==> src/hdl/dlh_ram.sv <==
// Generic simple dual-port RAM with one write port and one registered read port.
// No dependencies.
`default_nettype none

module dlh_ram #(
  parameter int WIDTH = 8,
  parameter int DEPTH = 16
) (
  input  wire logic                     clk,
  input  wire logic                     we,
  input  wire logic [$clog2(DEPTH)-1:0] waddr,
  input  wire logic [WIDTH-1:0]         wdata,
  input  wire logic [$clog2(DEPTH)-1:0] raddr,
  output logic      [WIDTH-1:0]         rdata
);

  logic [WIDTH-1:0] mem [DEPTH];

  always_ff @(posedge clk) begin
    if (we) begin
      mem[waddr] <= wdata;
    end
    rdata <= mem[raddr];
  end

endmodule

`default_nettype wire

==> config.mk <==
export PLATFORM = sky130hd
export DESIGN_NAME = dlh_ram
export DESIGN_NICKNAME = d
export VERILOG_FILES = /design/src/hdl/dlh_ram.sv
export SDC_FILE = /design/constraint.sdc
export NUM_CORES = 1
export LEC_CHECK = 0
export BUFFER_PORTS_ARGS = -buffer_cell sky130_fd_sc_hd__buf_2
export CORE_ASPECT_RATIO = 0.9
export CORE_MARGIN = 2
export CORE_UTILIZATION = 55
export DETAILED_ROUTE_END_ITERATION = 8
export PLACE_DENSITY = 0.73
export SLEW_MARGIN = 15
export SYNTH_ARGS = -nofsm -noshare
export SYNTH_HDL_FRONTEND = slang
export SYNTH_SLANG_ARGS = --single-unit
==> constraint.sdc <==
create_clock -name clk -period 2.7 [get_ports clk]
set_clock_uncertainty 0.15 [all_clocks]
set_input_delay 0.54 -clock clk [delete_from_list [all_inputs] [get_ports clk]]
set_output_delay 0.54 -clock clk [all_outputs]
set_load 0.02 [all_outputs]
# After elaboration in Yosys (flattened, before gate mapping)
# Memories as Yosys holds them, arrays and structs flattened. A register that Yosys moved wholly into a read port is not among the register bits.
# Index checks and enable logic that the tools add are counted.
dict set report totals {
  regBits 0
  ram_bits 128
  in_bits 18
  out_inout_bits 8
  word_cells 3
  n_memories 1
}
# name depth width rd rd_ports_with_merged_regs wr line_no
set memory_table {}
lappend memory_table {mem 16 8 1 1 1 17} ;# logic [WIDTH-1:0] mem [DEPTH];
dict set report classes {
  n_mux 2
}
# op n
set op_table {}
lappend op_table {{$mux W1} 2}

# Longest topological paths before layout
dict set report depth {
  depth_word 2
  depth_mapped 5
  mapped_depth_nobuf 3
}

# Least setup slack after synthesis
# OpenSTA, ideal clock, no wires.
dict set report synth_timing {
  path_type {input to register}
  startpoint {input waddr[2]}
  endpoint {memory mem[0][0] (enable)}
  setup_time_ns 0.383
  t_arrival_ns 1.650
  required_time_ns 2.167
  slack_ns 0.517
  path_stages 2
  path_buffers 0
  cell_sequence {or3b_2 nor3_1}
}
# item line_no
set synth_rtl {}
lappend synth_rtl {{start, declared} 11} ;# input wire logic [$clog2(DEPTH)-1:0] waddr,
lappend synth_rtl {{end, declared} 17}
# No word-level cell before the write port.

# Final worst setup path
dict set report layout_timing {
  startpoint {register rdata[6], read port of mem}
  endpoint {output rdata[6]}
}
# item line_no
set layout_rtl {}
lappend layout_rtl {{start, declared} 14} ;# output logic [WIDTH-1:0] rdata
# No word-level cell between the ends.

==> summary.md <==
| Metric | Value |
|---|---|
| # hold bufs at CTS | 0 |
| Max Cap Viol | 0 |
| Switching portion of total power | 0.202 |
| First-pass GRT wire length | 14400 µm |
| Antenna Diode Count | 0 |
| Distinct cells, synth | 19 |
| Layout cells sized above 1 | 0.307 |
| Comb power frac | 0.047 |
| GP Congestion | 0.757 |
| Clk root buf | clkbuf_8 |
| Critical Path Fanout Max | 1 |
| Vias per std cell | 5.88 |
| Status | finished, final reports clean |
| Psw | 0.000972 W |
| Htree depth | 4 |
| Total power | 0.00482 W |
| Share of the synthesized area in the top cell type | 0.747 |
| Clock network power share | 0.459 |
| Avg WL per Cell | 22.4 µm |
| Critical path's largest stage delay | 360 ps |
| Setup crit end kind | output pin |
| Iteration-0 DRC Markers | 196 |
| CTS Buf Count | 17 |
| Die H | 95.8 µm |
| Synth Warn # | 0 |
| Routed Antenna Nets | 0 |
| Seq pwr share | 0.493 |
| Clock Latency Late Sink | 510 ps |
| Post-CTS sizing | 0 |
| CP Data Arrival Time | 1060 ps |
| Vias | 2441 |
| Startpoint Class | flop |
| Post-synth EDFFs | 128 |
| Core Box Area | 9130 µm² |
| Vias in the first global route | 2456 |
| I/O Pins | 26 |
| HP Class | input port to flop |
| Slowest stage cell, crit path | dfxtp_1 |
| HPWL after DPL | 5780 µm |
| Dominant cell by count in the synthesized netlist | edfxtp_1 |
| Worst Path Required | 2010 ps |
| Seq/Total Area, Yosys | 0.778 |
| RSZ-0062 raised after global routing | no |
| Area growth, synth to finish | 18.0% |
| Leakage | 2.07 nW |
| Worst setup slack after layout | 951 ps |
| Largest net degree at the start of global routing | 33 |
| Total gr overflow | 0 |
| #FFs+latches synth | 136 |
| Cell Area, Synth | 5150 µm² |
| Hold Slack | 262 ps |
| Avg Inst Size Synth | 22.5 µm² |
| Hold violation count in the final report | 0 |
| Int Pwr | 0.00385 W |
| Pwr dens | 794 nW/µm² |
| Setup-failing EPs final | 0 |
| Residual DRC | 0 |
| Final slew viol count | 0 |
| Family with the most delay on the worst path | flip-flops |
| Nets | 299 |
| Die footprint | 10100 µm² |
| CTS tree | done |
| Syn nets | 247 |
| Port Buf Inserts | 25 |
| Worst rel slew slack | 0.514 |
| CP Buf/Inv Count | 1 |
| Detailed Routing Iterations Pass 1 | 4 |
| CP Class | flop to output pin |
| Actual slew at the worst max-slew pin | 726 ps |
| Initial antenna violation count | 0 |
| Period Utilization, post-route | 0.648 |
| Setup tns final | 0 ps |
| Clock buffer depth | 2 |
| Site Rows | 33 |
| Worst VDD drop | 0.000394 V |
| Final wirelength | 9300 µm |
| Die W | 106 µm |
| Async set-reset flop share out of synthesis | 0 |
| Most area-hungry cell type in the Yosys netlist | edfxtp_1 |
| Period minus WS final | 1750 ps |
| Cell chain of the critical path | buf_2 |
| Total GRT Usage | 0.207 |
| Mapped Cells | 229 |
| Clk sink count | 136 |
| Initial Utilization | 0.564 |
| Synth Flop Type | edfxtp_1 |
| Post-Place Worst Slack | 568 ps |
| Clock slew at reported path FFs | 60 ps |
| Commonest cells post-synth | edfxtp_1 (128), mux4_2 (18), a22oi_1 (16) |
| Largest cells by area after synthesis | edfxtp_1 (75%), mux4_2 (7.9%), mux4_1 (7.1%) |
| Fmax | 572 MHz |
| Post-CTS Setup Repair Bufs | 0 |
[worst paths after layout]
check / to / depth (start not counted) / slack [ps] / startpoint
worst min-delay path: mem[9][6] / 1 / 260 / wdata[6]
worst max register to register: rdata[3] / 3 / 1230 / mem[1][3]
worst max-delay path: rdata[6] / 1 / 950 / rdata[6]
worst min register to register: rdata[2] / 3 / 530 / mem[15][2]
[stage by stage]
stage          instance area [µm²]  utilization  cells
6_report                      6070        0.666    415
5_1_grt                       6070        0.666    415
3_5_place_dp                  5500        0.603    384
2_1_floorplan                 5150            -    229
4_1_cts                       6070        0.666    415
3_3_place_gp                  5500        0.603    384
[kinds of logic (layout without fill, tap and decap cells)]
| family | count (synthesis) | in the layout | share of synthesized area |
|---|---|---|---|
| AND/OR/NAND/NOR | 35 | 35 | 0.0318 |
| AO/OA/AOI/OAI | 16 | 16 | 0.0233 |
| multiplexers | 32 | 32 | 0.150 |
| buffers and inverters | 10 | 74 | 0.0168 |
| flip-flops | 136 | 136 | 0.778 |
[cells in the final DEF, fill, tap and decap left out, types with 2 or more instances in the layout]
master / n
clkbuf_16: 16
a22oi_1: 16
nand3b_1: 2
clkinv_1: 2
bufinv_16: 3
clkinvlp_4: 3
buf_4: 16
edfxtp_1: 128
nand2b_1: 2
mux4_1: 14
buf_2: 25
clkinv_4: 3
nor3_1: 4
mux4_2: 18
dfxtp_1: 8
buf_12: 2
nor2_1: 13
nand2_1: 9
clkinv_2: 2
[worst reg2reg max path, delay by kind of cell, from the launching register on]
| kind | cells | cell delay [ps] |
|---|---|---|
| multiplexers | 1 | 550 |
| flip-flops | 1 | 370 |
| AND/OR/NAND/NOR | 1 | 70 |
| AO/OA/AOI/OAI | 1 | 230 |
[metal layers]
metal,vias to the layer above,wire length (µm),GRT usage
met5,-,0,0
met2,94,4590,0.324
li1,1071,-,-
met3,11,701,0.0616
met4,0,109,0.0691
met1,1265,3910,0.289
[power groups by stage]
stage / registers [W] / clock network [W] / logic, W
2_1_floorplan: 0.00243 / 0 / 0.000120
3_3_place_gp: 0.00242 / 0 / 0.000225
3_5_place_dp: 0.00242 / 0 / 0.000229
4_1_cts: 0.00238 / 0.00224 / 0.000231
5_1_grt: 0.00238 / 0.00234 / 0.000247
6_report: 0.00238 / 0.00221 / 0.000228
[final cells by class]
| type | instances | area, µm² |
|---|---|---|
| clock buffer | 18 | 418 |
| clock inverter | 13 | 156 |
| fill | 581 | 3050 |
| multi-input combinational | 83 | 1060 |
| sequential | 136 | 4000 |
| tap | 122 | 153 |
| timing repair buffer | 43 | 285 |
[sequential cells by signal, summed over array words and instances, names as in the netlist]
signal,cells
mem,128
rdata,8
No activity file was read; power rests on OpenSTA's default activity.
