## src/hdl/dlh_pkg.sv

```systemverilog
// Shared types, widths and codes for the dynamic line hull.
// Used by the interfaces, the multiplier, the top level and the checker.
`default_nettype none

package dlh_pkg;

  localparam int DLH_CAPACITY   = 256;
  localparam int DLH_CNT_W      = $clog2(DLH_CAPACITY + 1);
  localparam int SLOPE_W        = 33;
  localparam int ICPT_W         = 63;
  localparam int LINE_W         = SLOPE_W + ICPT_W;
  localparam int VALUE_W        = 64;
  localparam int MAG_W          = 61;
  localparam int CFG_DATA_W     = 64;
  localparam int MUL_A_W        = 64;
  localparam int MUL_B_W        = 34;
  localparam int PROD_W         = MUL_A_W + MUL_B_W;
  localparam logic [MAG_W-1:0] MAG_RESET = MAG_W'(64'd1000000000000000);

  typedef struct packed {
    logic [SLOPE_W-1:0] slope;
    logic [ICPT_W-1:0]  icpt;
  } line_t;

  typedef enum logic [1:0] {
    ACT_ADD   = 2'd0,
    ACT_QUERY = 2'd1,
    ACT_CLEAR = 2'd2
  } action_t;

  typedef enum logic [1:0] {
    ST_OK   = 2'd0,
    ST_DROP = 2'd1,
    ST_FULL = 2'd2
  } status_t;

  typedef enum logic [1:0] {
    REG_MINIMIZE  = 2'd0,
    REG_EMPTY_MAG = 2'd1
  } reg_index_t;

  typedef enum logic [4:0] {
    S_IDLE,
    S_SCAN_RD,
    S_SCAN_CHK,
    S_RM,
    S_RM_WR,
    S_INS,
    S_INS_WR,
    S_CTL,
    S_MU_R0,
    S_MU_R1,
    S_MU_R2,
    S_MU_R3,
    S_MUL_L,
    S_MUL_R,
    S_Q_RD,
    S_Q_MUL,
    S_Q_ACC,
    S_DONE
  } state_t;

  typedef enum logic [2:0] {
    PH_EQ,
    PH_MID0,
    PH_MIDW,
    PH_DROP,
    PH_LEFT0,
    PH_LEFTW,
    PH_RIGHT0,
    PH_RIGHTW
  } phase_t;

endpackage

`default_nettype wire

```

## src/hdl/dlh_mul.sv

```systemverilog
// Iterative signed multiplier, one partial product per cycle, for breakpoint tests.
// Depends on dlh_pkg.
`default_nettype none

module dlh_mul import dlh_pkg::*; (
  input  wire logic               clk,
  input  wire logic               rst,
  input  wire logic               start,
  input  wire logic [MUL_A_W-1:0] a,
  input  wire logic [MUL_B_W-1:0] b,
  output logic                    done,
  output logic      [PROD_W-1:0]  p
);

  localparam int CNT_W = $clog2(MUL_B_W);
  localparam logic [CNT_W-1:0] LAST = CNT_W'(MUL_B_W - 1);

  logic               busy;
  logic [CNT_W-1:0]   cnt;
  logic [PROD_W-1:0]  mcand;
  logic [MUL_B_W-1:0] mplier;

  always_ff @(posedge clk) begin
    if (rst) begin
      busy <= 1'b0;
      done <= 1'b0;
    end else begin
      done <= 1'b0;
      if (start && !busy) begin
        busy <= 1'b1;
      end else if (busy && cnt == LAST) begin
        busy <= 1'b0;
        done <= 1'b1;
      end
    end
  end

  // The top bit of the multiplier has negative weight.
  always_ff @(posedge clk) begin
    if (start && !busy) begin
      p      <= '0;
      mcand  <= {{(PROD_W - MUL_A_W){a[MUL_A_W-1]}}, a};
      mplier <= b;
      cnt    <= '0;
    end else if (busy) begin
      if (mplier[0]) begin
        p <= (cnt == LAST) ? p - mcand : p + mcand;
      end
      mcand  <= mcand << 1;
      mplier <= mplier >> 1;
      cnt    <= cnt + CNT_W'(1);
    end
  end

endmodule

`default_nettype wire

```

## config.mk

```make
export PLATFORM = sky130hd
export DESIGN_NAME = dlh_mul
export DESIGN_NICKNAME = d
export VERILOG_FILES = /design/src/hdl/dlh_pkg.sv /design/src/hdl/dlh_mul.sv
export SDC_FILE = /design/constraint.sdc
export NUM_CORES = 1
export LEC_CHECK = 0
export ABC_AREA = 1
export BUFFER_PORTS_ARGS = -buffer_cell sky130_fd_sc_hd__buf_2
export CAP_MARGIN = 20
export CORE_UTILIZATION = 41
export CTS_CLUSTER_DIAMETER = 30
export DETAILED_ROUTE_END_ITERATION = 16
export GPL_ROUTABILITY_DRIVEN = 0
export PLACE_DENSITY = 0.69
export REMOVE_ABC_BUFFERS = 1
export SLEW_MARGIN = 15
export SYNTH_ARGS = -nofsm -noshare
export SYNTH_HDL_FRONTEND = slang
export SYNTH_SLANG_ARGS = --single-unit
```

## constraint.sdc

```tcl
create_clock -name clk -period 4.4 [get_ports clk]
set_clock_uncertainty 0.05 [all_clocks]
set_input_delay 0.22 -clock clk [delete_from_list [all_inputs] [get_ports clk]]
set_output_delay 0.22 -clock clk [all_outputs]
set_load 0.02 [all_outputs]
```

Word-level counts from Yosys, hierarchy flattened
Cells that the tools add are included.
- bits in registers: 238
- bits of input ports: 101
- output and inout port bits: 99
- word-level logic and storage cells: 25
- $add $sub $neg: 3
- eq/ne operators: 1
- multiplexer cells: 8
- reductions and logical operators: 7
- operators by type and width (cell ; count):
    $mux 98 ; 3
    $add 98x98->98 ; 1
    $sub 98x98->98 ; 1
    $mux 34 ; 2
    $add 6x1->6 const B ; 1
    $eq 6x6->1 const B ; 1
    $reduce_bool 2->1 ; 2
    $mux 1 ; 3
    $logic_and 1x1->1 ; 2
    $reduce_and 2->1 ; 1
    $reduce_or 2->1 ; 1
    $logic_not 1->1 ; 1

Longest topological paths before layout
- depth after elaboration: 4
- mapped depth: 32
- gate-level depth less buffers: 32

Worst setup path after synthesis
OpenSTA, ideal clock, no wires.
- path type: reg-to-reg
- start point: register busy
- end point: register mcand[0] (enable)
- setup time: 498 ps
- data arrival time: 3358 ps
- required time: 3852 ps
- path slack: 494 ps
- cell stages (with the launch flop): 4
- path buffers: 1
- clock period less this slack: 3906 ps
- cells stage by stage: dfxtp_1 -> buf_2 -> inv_1 -> nand2_1
- longest elaborated chain between the ends: 3
- RTL lines (item ; line ; RTL):
    start: declaration ; dlh_mul.sv:18 ; logic busy;
    start signal: assignment ; dlh_mul.sv:25 ; busy <= 1'b0;
    start signal: assignment ; dlh_mul.sv:30 ; busy <= 1'b1;
    start signal: assignment ; dlh_mul.sv:32 ; busy <= 1'b0;
    $logic_not 1->1 ; dlh_mul.sv:40 ; if (start && !busy) begin
    $logic_and 1x1->1 ; dlh_mul.sv:40 ;
    $reduce_bool 2->1 (no source line) * ; n/a ;
    end signal: assignment ; dlh_mul.sv:42 ; mcand <= {{(PROD_W - MUL_A_W){a[MUL_A_W-1]}}, a};
    end signal: assignment ; dlh_mul.sv:49 ; mcand <= mcand << 1;
    end: declaration ; dlh_mul.sv:20 ; logic [PROD_W-1:0] mcand;
Every way passes the cells marked *; elsewhere a longest branch is shown, timed or not.
A chain may end at the register's enable or synchronous reset.

Final worst setup path
- start point: register mcand[48]
- end point: register p[84]
- longest elaborated chain between the ends: 2
- elaborated cells on any way between the ends: 3
- classes of those cells: add/sub: 2; mux: 1
- RTL lines (item ; line ; RTL):
    $add 98x98->98 or $sub 98x98->98 (tied branches) ; dlh_mul.sv:47 ; p <= (cnt == LAST) ? p - mcand : p + mcand;
    $mux 98 * ; dlh_mul.sv:47 ;
    end signal: assignment ; dlh_mul.sv:47 ;
    end: declaration ; dlh_mul.sv:12 ; output logic [PROD_W-1:0] p
Marked as above.

==> impl_metrics.env <==
export IMPL_synth_edff_count=132
export IMPL_vias=25700
export IMPL_fillers=5367
export IMPL_path_class="reg -> reg"
export IMPL_cap_violations=0
export IMPL_die_area_mm2=0.0559
export IMPL_final_cell_mix="nand2_1, inv_1, nor2_1"
export IMPL_syn_to_final_growth_pct=26.7
export IMPL_grt_pass1_vias=23700
export IMPL_slowest_stage="edfxtp_1"
export IMPL_crit_chain="nor2_1, nand3_1, nor2_1, nand2_1, nor2_1, nand4_1, xor2_1, nand2_1, o21ai_0, ha_1, nand2_1, nor2_1, nand2_1, inv_1, nand3_1, nor2_1, nand3_1, nand4_1, nand3_1, nand2_1, inv_1"
export IMPL_htree_levels=3
export IMPL_synth_top_flop_cell="edfxtp_1"
export IMPL_clock_latency_ns=0.62
export IMPL_max_slew_margin_pct=22.7
export IMPL_swShare_pct=38.7
export IMPL_drv_slew=0
export IMPL_ant_nets=0
export IMPL_vdd_drop_max_mv=0.293
export IMPL_synth_seq_cells=238
export IMPL_dpl_worst_slack_ns=0.134
export IMPL_num_rows=85
export IMPL_grt_max_degree=178
export IMPL_total_leakage_power_uw=0.0155
export IMPL_power_frac_clock_pct=43.3
export IMPL_cp_end_kind="flop"
export IMPL_drive_gt1_share_pct=12.5
export IMPL_postLayoutCoreUtil_pct=52.8
export IMPL_vias_per_cell=5.25
export IMPL_outcome="complete, no violations"
export IMPL_numCtsBuffers=78
export IMPL_diodes=0
export IMPL_drt_total_wl_um=87900
export IMPL_track_usage_pct=31.0
export IMPL_cp_top_family="simple AND/OR/NAND/NOR gates"
export IMPL_yosysWarnings=0
export IMPL_slowest_delay_ns=0.50
export IMPL_core_area_mm2=0.0540
export IMPL_power_density_mw_per_mm2=473
export IMPL_path_max_fanout=5
export IMPL_placedCellCount=4648
export IMPL_cp_start_kind="flop"
export IMPL_power_uw=13500
export IMPL_setup_viol=0
export IMPL_syn_avg_cell_area_um2=5.95
export IMPL_cts_buffer_depth=3
export IMPL_drc_errors=0
export IMPL_portBuffers=199
export IMPL_p_seq_share_pct=23.1
export IMPL_synthArstFlopShare_pct=0
export IMPL_hp_class="in -> reg"
export IMPL_synth_area_mm2=0.0225
export IMPL_antenna_found_initial=0
export IMPL_dpl_hpwl_um=67700
export IMPL_die_w_um=236
export IMPL_period_share_pct=97.1
export IMPL_tns_ns=0
export IMPL_crit_required_ns=4.87
export IMPL_firstDrtPassIters=8
export IMPL_p_switching_uw=5220
export IMPL_chipHeight_um=236
export IMPL_power_frac_comb_pct=33.7
export IMPL_clkTransAtPathRegs_ns=0.05
export IMPL_final_cells=4895
export IMPL_synth_yosys_seq_area_share_pct=27.0
export IMPL_critPathBufInv=2
export IMPL_mostFrequentLayoutCell="nand2_1"
export IMPL_tritoncts="built"
export IMPL_min_period_ns=4.27
export IMPL_globalRouteOverflowTotal=0
export IMPL_ios=200
export IMPL_grt_pass1_wl_um=133000
export IMPL_clock_sinks=238
export IMPL_nets=4337
export IMPL_synthCells=3788
export IMPL_timing_final_hold_violations=0
export IMPL_wl_per_cell_um=18.0
export IMPL_drtIter0Drc=2922
export IMPL_critPathArrivalTime_ns=4.74
export IMPL_initial_core_util_pct=41.7
export IMPL_tightest_slew_ns=1.16
export IMPL_r2r_start="mcand[48]$_DFFE_PP_"
export IMPL_max_freq_mhz=234
export IMPL_root_buffer="clkbuf_16"
export IMPL_hold_start="rst"
export IMPL_critPathLaunch="mcand[48]$_DFFE_PP_"
export IMPL_internal_power_uw=8270
export IMPL_synth_cell_types=44
export IMPL_fin_ws_ns=0.129
metrics by stage:
step	hold WS (ns)	instance area (um^2)
final	0.273	28500
after global routing	0.290	28500
after CTS	0.268	28200
after detailed placement	0.344	24500
after global placement	0.342	24500
after floorplan	0.242	22300
final timing paths:
check	endpoint	slack, ns	depth (start not counted)
worst max-delay path	p[84]$_SDFFE_PP0P_	0.13	21
worst min-delay path	done$_SDFF_PP0_	0.27	3
worst max register to register	p[84]$_SDFFE_PP0P_	0.13	21
worst min register to register	p[8]$_SDFFE_PP0P_	0.45	2
routing by layer:
layer	track usage (%)	routed length (um)
met4	15.5	4930
met5	0	0
met1	41.2	36600
met2	47.4	37600
met3	6.21	8790
what timing repair did:
action                     CTS  global route
setup endpoints to repair    0            49
hold buffers                99             0
gates resized for setup      0            76
buffers inserted             0             4
hold endpoints to repair   100             0
cell usage after synthesis, types with 9 or more instances:
| cell type | n | area share (%) |
|---|---|---|
| o21bai_1 | 42 | 1.4 |
| a21oi_1 | 119 | 2.6 |
| ha_1 | 100 | 5.6 |
| nor4_1 | 19 | 0.53 |
| nand2_1 | 1310 | 22 |
| nand4_1 | 67 | 1.9 |
| clkbuf_1 | 57 | 0.95 |
| nand2_2 | 9 | 0.25 |
| o21ai_0 | 213 | 4.7 |
| dfxtp_1 | 106 | 9.4 |
| xnor2_1 | 21 | 0.82 |
| nor3_2 | 14 | 0.62 |
| xor2_1 | 117 | 4.5 |
| edfxtp_1 | 132 | 18 |
| o21ai_1 | 19 | 0.42 |
| nor2_2 | 16 | 0.44 |
| inv_1 | 764 | 13 |
| nand3_2 | 11 | 0.49 |
| nand3_1 | 185 | 4.1 |
| nor2_1 | 369 | 6.1 |
| nor3_1 | 20 | 0.44 |
cell type report:
type | instances | area (um^2) | share of cell area (%)
Multi-Input combinational cell | 2705 | 13500 | 47.5
Sequential cell | 238 | 6090 | 21.3
Inverter | 774 | 2920 | 10.2
Timing Repair Buffer | 338 | 2340 | 8.19
Clock buffer | 98 | 2210 | 7.74
Tap cell | 696 | 871 | 3.05
Clock inverter | 46 | 567 | 1.99
registers in the layout, indices dropped and copies added (netlist names):
signal / cells
busy: 1
cnt: 6
done: 1
mcand: 98
mplier: 34
p: 98
power by group through the flow:
stage	Combinational, uW	Clock, uW	Sequential, uW
after floorplan	2750	0	3190
after global placement	4200	0	3120
after detailed placement	4240	0	3120
after CTS	4340	5870	3090
after global routing	4980	6000	3130
final	4540	5840	3110
kinds of logic (layout without fill, tap and decap cells):
family | count (synthesis) | in the layout | share of synthesized area [%]
AND/OR/NAND/NOR | 2043 | 2043 | 37.7
flip-flops | 238 | 238 | 27.0
XOR/XNOR | 138 | 138 | 5.37
adder cells (fa/ha/maj) | 101 | 101 | 5.64
buffers and inverters | 845 | 1256 | 14.1
AO/OA/AOI/OAI | 423 | 423 | 10.2
worst min-delay path, delay by kind of cell:
family	cells	cell delay [ns]
buf+inv	2	0.64
simple gates	1	0.04
No activity file was read; power rests on OpenSTA's default activity.
